### config.mk
export PLATFORM = sky130hd
export DESIGN_NAME = stable_priority_event_queue_core
export DESIGN_NICKNAME = d
export VERILOG_FILES = /design/src/sv/spq_pkg.sv /design/src/sv/stable_priority_event_queue_core.sv /design/src/sv/spq_cell.sv
export SDC_FILE = /design/constraint.sdc
export NUM_CORES = 2
export LEC_CHECK = 0
export BUFFER_PORTS_ARGS = -buffer_cell sky130_fd_sc_hd__clkbuf_2
export CAP_MARGIN = 40
export CORE_MARGIN = 2
export CORE_UTILIZATION = 40
export DETAILED_ROUTE_END_ITERATION = 10
export PLACE_DENSITY = 0.64
export SYNTH_ARGS = -nofsm -noshare
export SYNTH_HDL_FRONTEND = slang
export SYNTH_SLANG_ARGS = --single-unit
### constraint.sdc
create_clock -name clock -period 8.22 [get_ports clock]
set_clock_uncertainty 0.05 [all_clocks]
set_input_delay 1.233 -clock clock [delete_from_list [all_inputs] [get_ports clock]]
set_output_delay 1.233 -clock clock [all_outputs]
set_load 0.02 [all_outputs]
### src/sv/spq_pkg.sv
`timescale 1ns / 1ps
`default_nettype none

package spq_pkg;

   localparam int CAPACITY_DEFAULT = 16;
   localparam int OCC_W            = 5;

   localparam logic FUNC_PUSH = 1'b0;
   localparam logic FUNC_POP  = 1'b1;

   typedef struct packed {
      logic [7:0]  prio;
      logic [3:0]  status;
      logic [15:0] amount;
      logic [7:0]  system;
      logic [7:0]  resource;
   } entry_type;

   typedef struct packed {
      logic        func;
      logic [7:0]  prio;
      logic [3:0]  status_code;
      logic [15:0] amount_value;
      logic [7:0]  system_tag;
      logic [7:0]  resource_tag;
   } req_type;

   typedef struct packed {
      logic             found;
      logic             overflow;
      logic [7:0]       out_prio;
      logic [3:0]       out_status;
      logic [15:0]      out_amount;
      logic [7:0]       out_system;
      logic [7:0]       out_resource;
      logic [OCC_W-1:0] occupancy;
   } rsp_type;

   // shift command broadcast to every cell
   typedef struct packed {
      logic push;
      logic pop;
   } cell_ctl_type;

endpackage

`default_nettype wire

### src/sv/stable_priority_event_queue_core.sv
`timescale 1ns / 1ps
`default_nettype none

// Stable priority event queue. Holds up to CAPACITY events sorted by priority,
// highest first; equal priorities leave in arrival order. A push beat inserts
// the event behind every stored event of greater or equal priority, a pop beat
// removes and returns the head. Storage is a row of CAPACITY cells: on a push
// every cell compares its priority with the new one in the same cycle and
// either holds, loads the new event, or takes its left neighbor; on a pop every
// cell takes its right neighbor. One beat is taken per cycle while req_stall is
// low, and its result appears in the response register on the next cycle.
// Throughput is set by the single cell compare and shift per cycle; a new request
// enters as the previous result is taken, so req_stall rises only when
// a result is held and rsp_stall is high. A push on a full queue is dropped and
// flagged with overflow; a pop on an empty queue returns found low and zeros.
// No clearing pass follows reset: the queue is usable on the first cycle.
module stable_priority_event_queue_core #(
   parameter int CAPACITY = spq_pkg::CAPACITY_DEFAULT
) (
   input  wire logic             clock,
   input  wire logic             reset,
   input  wire logic             req_valid,
   output logic                  req_stall,
   input  wire spq_pkg::req_type req_data,
   output logic                  rsp_valid,
   input  wire logic             rsp_stall,
   output spq_pkg::rsp_type      rsp_data
);

   localparam int CNT_W = $clog2(CAPACITY + 1);

   logic [CNT_W-1:0]      count_ff;
   logic [CNT_W-1:0]      count_in;
   logic                  rsp_valid_ff;
   logic                  rsp_valid_in;
   spq_pkg::rsp_type      rsp_ff;
   spq_pkg::rsp_type      rsp_in;

   spq_pkg::entry_type    cell_q [CAPACITY];
   logic [CAPACITY-1:0]   cell_ge;
   spq_pkg::entry_type    new_entry;
   spq_pkg::cell_ctl_type ctl;

   logic accept;
   logic full;
   logic empty;
   logic is_pop;

   // hold a finished result only while the consumer stalls
   assign req_stall = rsp_valid_ff && rsp_stall;
   assign accept    = req_valid && !req_stall;

   assign full   = (count_ff == CNT_W'(CAPACITY));
   assign empty  = (count_ff == '0);
   assign is_pop = (req_data.func == spq_pkg::FUNC_POP);

   assign ctl.push = accept && !is_pop && !full;
   assign ctl.pop  = accept && is_pop && !empty;

   assign new_entry.prio     = req_data.prio;
   assign new_entry.status   = req_data.status_code;
   assign new_entry.amount   = req_data.amount_value;
   assign new_entry.system   = req_data.system_tag;
   assign new_entry.resource = req_data.resource_tag;

   // row of cells; cell zero is the head
   for (genvar i = 0; i < CAPACITY; i++) begin : g_cell
      spq_pkg::entry_type left_entry;
      spq_pkg::entry_type right_entry;
      logic               left_ge;
      logic               valid;

      assign valid = (CNT_W'(i) < count_ff);

      if (i == 0) begin : g_head
         assign left_entry = new_entry;
         assign left_ge    = 1'b1;
      end else begin : g_body
         assign left_entry = cell_q[i-1];
         assign left_ge    = cell_ge[i-1];
      end

      if (i == CAPACITY - 1) begin : g_tail
         // tail drops out of the valid range on a pop, so its contents do not matter
         assign right_entry = cell_q[i];
      end else begin : g_inner
         assign right_entry = cell_q[i+1];
      end

      spq_cell u_cell (
         .clock       (clock),
         .ctl         (ctl),
         .new_entry   (new_entry),
         .left_entry  (left_entry),
         .left_ge     (left_ge),
         .right_entry (right_entry),
         .valid       (valid),
         .entry_q     (cell_q[i]),
         .ge          (cell_ge[i])
      );
   end

   // count and response for the beat taken this cycle
   always_comb begin
      count_in = count_ff;
      if (ctl.push) begin
         count_in = count_ff + CNT_W'(1);
      end else if (ctl.pop) begin
         count_in = count_ff - CNT_W'(1);
      end

      rsp_in           = '0;
      rsp_in.occupancy = spq_pkg::OCC_W'(count_in);
      if (is_pop) begin
         if (!empty) begin
            rsp_in.found        = 1'b1;
            rsp_in.out_prio     = cell_q[0].prio;
            rsp_in.out_status   = cell_q[0].status;
            rsp_in.out_amount   = cell_q[0].amount;
            rsp_in.out_system   = cell_q[0].system;
            rsp_in.out_resource = cell_q[0].resource;
         end
      end else begin
         rsp_in.overflow = full;
      end

      rsp_valid_in = rsp_valid_ff;
      if (accept) begin
         rsp_valid_in = 1'b1;
      end else if (!rsp_stall) begin
         rsp_valid_in = 1'b0;
      end
   end

   always_ff @(posedge clock) begin
      if (reset) begin
         count_ff     <= '0;
         rsp_valid_ff <= 1'b0;
      end else begin
         count_ff     <= count_in;
         rsp_valid_ff <= rsp_valid_in;
      end
   end

   // payload register: load on every accepted beat, hold otherwise
   always_ff @(posedge clock) begin
      if (accept) begin
         rsp_ff <= rsp_in;
      end
   end

   assign rsp_valid = rsp_valid_ff;
   assign rsp_data  = rsp_ff;

endmodule

`default_nettype wire

### src/sv/spq_cell.sv
`timescale 1ns / 1ps
`default_nettype none

module spq_cell (
   input  wire logic                 clock,
   input  wire spq_pkg::cell_ctl_type ctl,
   input  wire spq_pkg::entry_type    new_entry,
   input  wire spq_pkg::entry_type    left_entry,
   input  wire logic                 left_ge,
   input  wire spq_pkg::entry_type    right_entry,
   input  wire logic                 valid,
   output spq_pkg::entry_type         entry_q,
   output logic                      ge
);

   spq_pkg::entry_type entry_ff;
   spq_pkg::entry_type entry_in;

   // keep on ties so equal priorities leave in arrival order
   assign ge      = valid && (entry_ff.prio >= new_entry.prio);
   assign entry_q = entry_ff;

   always_comb begin
      entry_in = entry_ff;
      if (ctl.push) begin
         if (!ge) begin
            entry_in = left_ge ? new_entry : left_entry;
         end
      end else if (ctl.pop) begin
         entry_in = right_entry;
      end
   end

   always_ff @(posedge clock) begin
      entry_ff <= entry_in;
   end

endmodule

`default_nettype wire
# --- After elaboration in Yosys (flattened, before gate mapping) ---
# Cells that the tools add are included.
word_totals:
  out_inout_bits: 53
  input_bits: 49
  word_cells: 253
  ff_bits: 761
op_classes:
  n_addsub: 2
  n_lt_le_gt_ge: 32
  bitwise: 2
  mux: 65
  reduce_logical: 45
  eq_ne: 17
op_table:
  columns: ["op", "n"]
  rows:
  - ["44-bit two-way mux", 60]
  - ["8-bit greater-or-equal comparator", 16]
  - ["4-bit by 5-bit less-than comparator with 1-bit output (first input constant)", 8]
  - ["2-bit AND reduction", 16]
  - ["2-bit != test (second input constant)", 15]
  - ["1-bit logical AND", 22]
  - ["3-bit by 5-bit less-than comparator with 1-bit output (first input constant)", 4]
  - ["1-bit by 5-bit less-than comparator with 1-bit output (first input constant)", 2]
  - ["2-bit by 5-bit less-than comparator with 1-bit output (first input constant)", 2]
  - ["5-bit two-way mux", 2]
  - ["5-bit by 1-bit adder with 5-bit output (second input constant)", 1]
  - ["5-bit == test (second input constant)", 1]
  - ["5-bit zero test", 1]
  - ["5-bit by 1-bit subtractor with 5-bit output (second input constant)", 1]
  - ["1-bit zero test", 4]
  - ["1-bit two-way mux", 3]
  - ["2-bit by 1-bit != test with 1-bit output (second input constant)", 1]
  - ["1-bit inverter", 2]
  - ["2-bit nonzero test", 1]
  - ["2-bit OR reduction", 1]

# --- Longest topological paths before layout ---
logic_depth:
  word_depth: 7
  depth_mapped: 11
  mapped_depth_nobuf: 7

# --- Cells and area by module ---
# A second synthesis with hierarchy kept.
hier_totals:
  hier_cells: 3718
  hier_area_um2: 42022.8
by_module_without_submodules:
  columns: ["module", "area_each_um2", "n_inst", "seq_area_each_um2", "cells_per_inst"]
  rows:
  - ["spq_cell (g_cell[0].u_cell ...)", 2474.9, 9, 1321.3, 220]
  - ["spq_cell (g_cell[3].u_cell ...)", 2464.9, 7, 1321.3, 220]
  - ["stable_priority_event_queue_core", 2494.9, 1, 1651.6, 198]

# --- Worst setup path before layout ---
# OpenSTA, ideal clock, no wires.
synth_path:
  kind: "in2reg"
  start: "in req_data[43] (netlist bit)"
  end: "reg g_cell[11].u_cell.entry_ff, in the netlist g_cell[11].u_cell.entry_q[0] (enable)"
  t_arrival_ps: 6149
  setup_time_ps: 506
  cell_stages: 9
  path_slack_ps: 1515
  t_required_ps: 7664
  path_buffers: 2
  cell_sequence: "inv_1 -> ha_1 -> and2_1 -> a221oi_1 -> o21ai_1 -> and2_1 -> buf_2 -> clkbuf_1 -> o21ai_0"
synth_between:
  elab_chain_len: 4
synth_lines:
  columns: ["item", "line_no", "source"]
  rows:
  - ["start: declaration", "stable_priority_event_queue_core.sv:24", "input wire spq_pkg::req_type req_data,"]
  - ["8-bit greater-or-equal comparator", "spq_cell.sv:20", "assign ge = valid && (entry_ff.prio >= new_entry.prio);"]
  - ["1-bit logical AND", "spq_cell.sv:20", null]
  - ["2-bit != test (no line)", null, null]
  - ["2-bit AND reduction (no line)", null, null]
  - ["end signal: assignment", "spq_cell.sv:35", "entry_ff <= entry_in;"]
  - ["end: declaration", "spq_cell.sv:16", "spq_pkg::entry_type entry_ff;"]
# Every way passes these cells.
# A chain may end at the register's enable or synchronous reset.

# --- Worst setup path in the final report ---
layout_path:
  start: "in req_data[41] (netlist bit)"
  end: "reg g_cell[12].u_cell.entry_ff, in the netlist g_cell[12].u_cell.entry_q[12] (enable)"
layout_between:
  elab_chain_len: 4
layout_lines:
  columns: ["item", "line_no"]
  rows:
  - ["8-bit greater-or-equal comparator", "spq_cell.sv:20"]
  - ["1-bit logical AND", "spq_cell.sv:20"]
  - ["2-bit != test (no line)", null]
  - ["2-bit AND reduction (no line)", null]
  - ["end signal: assignment", "spq_cell.sv:35"]
  - ["end: declaration", "spq_cell.sv:16"]
# Every way passes these cells.

==> results.rst <==
.. list-table::
   :header-rows: 1

   * - Metric
     - Value
   * - Outcome
     - complete, no violations
   * - Synthesized area divided by synthesized cell count
     - 11.5 um^2
   * - CTS tree
     - yes
   * - Post CTS Setup Buffer Count
     - 0
   * - CP cell instances
     - clkbuf_2 -> inv_1 -> ha_1 -> a21o_1 -> a221oi_1 -> o21ai_4 -> buf_4 -> and2_2 -> buf_12 -> o21ai_4 -> buf_4
   * - Final Hold Vio Count
     - 0
   * - Number of maximum-capacitance violations
     - 0
   * - WS Path Type
     - in -> reg
   * - Number of buffers and inverters on the critical path
     - 5
   * - Ratio of cells with drive above 1 in the final layout
     - 11.6%
   * - Area delta synth->final
     - 9.71%
   * - Delay of the slowest cell on the worst path
     - 0.62 ns
   * - Post-CTS Resized
     - 0
   * - CTS Buf Count
     - 85
   * - Number of DRC violations after detailed-routing iteration 0
     - 4580
   * - Overall via count from detail_route
     - a little over 30000
   * - Vias/cell
     - 6.37
   * - Worst min-delay path class
     - reg -> reg
   * - Clock sink count
     - 761
   * - Area fraction in compound gates after synthesis
     - roughly 25%
   * - Detail Route Antenna Nets
     - 0
   * - Detailed-route wire length
     - between 100000 and 150000 um
   * - Placement Rows
     - 117
   * - Basic-gate share of the synthesized area counting and, or, nand and nor cells
     - 8.35%
   * - Number of synthesized register bits
     - 761
   * - Finished layout cell area
     - between 0.04 and 0.05 mm^2
   * - Crit path arrival time
     - 4.73 ns
   * - Critical Path Sink Type
     - register
   * - Worst reg-to-reg setup slack
     - 4.37 ns
   * - HPWL after detailed placement
     - 75600 um
   * - Clock root buffer
     - clkbuf_16
   * - Final period demand of the worst path
     - 4.50 ns
   * - Last weighted congestion value of the routability-driven placer
     - 0.815
   * - Via count of the first global-routing pass
     - between 20000 and 30000
   * - Combined area of all synthesized cells
     - between 0.04 and 0.05 mm^2
   * - Max-slew headroom at the worst pin
     - between 20% and 30%
   * - Setup repair after global routing missed its margin
     - false
   * - Type of origin of the critical path
     - input port
   * - Number of nets in the synthesized netlist
     - roughly 3700
   * - Die span in y
     - around 320 um
   * - Number of top-level pins
     - 102
   * - Post-Synth Adder-Cell Area
     - 4.03%
   * - Post-layout worst setup margin
     - about 3.7 ns
   * - Fraction of the yosys area taken by sequential cells
     - between 50% and 60%
   * - Width of the die
     - 324 um
   * - Clock edge transition at the registers on the reported setup and hold paths
     - ~0.05 ns
   * - First-pass GRT wire length
     - 182000 um
   * - Longest Clk Path Bufs
     - 3
   * - Number of library cell types mapped by synthesis
     - 54
   * - Multiplexer fraction of the synthesized cell area
     - 1.24%
   * - Final period util
     - a little over half
   * - Number of setup violations in the final report
     - 0
   * - Worst-path maximum fanout
     - 45
   * - Setup slack at placement
     - 3.06 ns
   * - CP top delay family
     - buffers and inverters
   * - Largest net degree at the start of global routing
     - roughly 220
   * - Total grt overflow
     - 0
   * - Die Footprint
     - 0.105 mm^2
   * - Final Max Slew Viols
     - 0
   * - Required time of the critical path
     - 8.45 ns
   * - Core area
     - 0.102 mm^2
   * - FF-to-FF Start
     - count_ff[1]
   * - Synth warnings
     - 0
   * - Highest clock rate
     - 0.222 GHz
   * - Pre-antenna DRT Iters
     - 6
   * - Hold path startpoint
     - g_cell[15].u_cell.entry_q[24]
   * - Average routed wire per standard cell
     - 24.0 um
   * - Setup tns final
     - 0 ns
   * - Xor/xnor share of the synthesized area
     - 0.0642%
   * - Starting utilization of the core area
     - between 40% and 50%
   * - Final layout net count
     - 3576
   * - Power density normalized to cell area
     - 269 mW/mm^2
   * - Cells after Synth
     - ~3500
   * - Number of remaining DRC errors
     - 0
   * - First element of the critical path
     - req_data[41]
   * - Highest ir drop seen on vdd
     - around 0.16 mV
   * - Share of flip-flops with an asynchronous set or reset
     - 0%
   * - Clock Latency Late Sink
     - 0.64 ns
   * - # hold bufs at CTS
     - 0
   * - Critical-path top delay cell
     - inv_1
   * - Fill cell total of the finished layout
     - 9429
   * - Number of enable-type register cells in the synthesized netlist
     - approximately 760
   * - Number of antenna violations at the first check in global routing
     - 3
   * - Static Leakage
     - 16.4 nW
   * - Top_reg_cell synth
     - edfxtp_1
   * - DP Area
     - 0.0422 mm^2
   * - Combinational family with the most area after synthesis
     - compound AO/OA/AOI/OAI gates
   * - Overall track demand over capacity in global routing
     - 21.6%
   * - Port Buffers
     - 101
   * - Tightest Pin Transition
     - 1.16 ns
   * - Number of H-tree levels
     - 3
final timing paths:
check | end | depth (start not counted)
hold / removal | g_cell[14].u_cell.entry_q[24] | 1
setup / recovery | g_cell[12].u_cell.entry_q[12] | 11
hold reg to reg | g_cell[14].u_cell.entry_q[24] | 1
setup reg to reg | g_cell[5].u_cell.entry_q[35] | 7
cell families after synthesis:
| logic type | Yosys count |
|---|---|
| multiplexers | 45 |
| flip-flops | 761 |
| AND/OR/NAND/NOR | 780 |
| AO/OA/AOI/OAI | 1369 |
| adder cells (fa/ha/maj) | 132 |
| buffers and inverters | 458 |
| XOR/XNOR | 3 |
synth_stat cells (all sizes together), types with 18 or more instances:
cell type	count	area share (%)
edfxtp	755	55
a221o	615	15
nand2	572	5.2
a21oi	571	7.0
clkbuf	231	2.1
buf	199	3.0
ha	132	4.0
and3	88	1.3
and2	65	0.99
a21o	63	1.2
mux2	45	1.2
o21ai	36	0.45
inv	28	0.26
nor2	20	0.18
nand2b	18	0.28
sequential cells by signal (all words and copies together), names as in the netlist:
register,flops
g_cell.u_cell.entry_q,704
rsp_valid,1
rsp_data,51
count_ff,5
routing by layer:
layer	global-route usage, %	share of wire, %	vias to the layer above
met4	5.94	2.0	0
met3	3.22	9.7	138
met5	0	0	-
met1	34.4	47	15135
met2	29.9	42	1683
li1	-	-	13814
where the power goes:
| part | internal [W] | total (W) | leakage [nW] | switching (W) |
|---|---|---|---|---|
| logic | 0.000934 | 0.00269 | 7.89 | 0.00176 |
| clock network | 0.00216 | 0.00374 | 1.30 | 0.00158 |
| registers | 0.00519 | 0.00563 | 7.22 | 0.000436 |
| total | 0.00829 | 0.0121 | 16.4 | 0.00378 |
cell usage in the layout (no fill, tap or decap), types with 12 or more instances in the layout:
cell type	n
ha_1	132
a211oi_1	13
nor2_1	15
buf_4	73
a31oi_1	16
clkbuf_2	101
nand2b_1	18
and3_1	88
o21ai_2	12
nand2_1	572
o2111ai_1	13
clkbuf_16	87
a211o_1	13
o21ai_4	17
a221o_1	615
a21oi_1	570
inv_1	27
a221oi_1	14
clkinv_1	20
mux2_2	45
clkbuf_1	19
clkinv_2	13
a21o_1	63
and2_1	62
edfxtp_1	755
metrics by stage:
step | total power, W | util [%] | cells | hold WS [ns]
2_1_floorplan | 0.00751 | - | 3548 | 0.471
3_3_place_gp | 0.00827 | 41.3 | 4663 | 0.479
3_5_place_dp | 0.00836 | 41.6 | 4676 | 0.482
4_1_cts | 0.0121 | 44.2 | 4829 | 0.498
5_1_grt | 0.0126 | 44.2 | 4832 | 0.514
6_report | 0.0121 | 44.2 | 4832 | 0.499
worst register-to-register path, cell delays in order (launching register included):
cell	delay, ns
dfxtp_1	0.54
inv_1	0.21
ha_1	0.33
a311oi_4	0.47
buf_4	0.48
buf_4	0.51
and2_1	0.83
a221o_1	0.30
final cells by class:
type | count | area [um^2] | area share (%)
flip-flops and latches | 761 | 22800 | 50.7
multi-input cells | 2329 | 16300 | 36.2
clock buffers | 106 | 2250 | 5.01
well taps | 1368 | 1710 | 3.81
repair buffers | 190 | 1360 | 3.03
clock inverters | 47 | 420 | 0.936
inverters | 28 | 105 | 0.234
diodes | 3 | 7.51 | 0.0167
(Power assumes the default switching activity.)
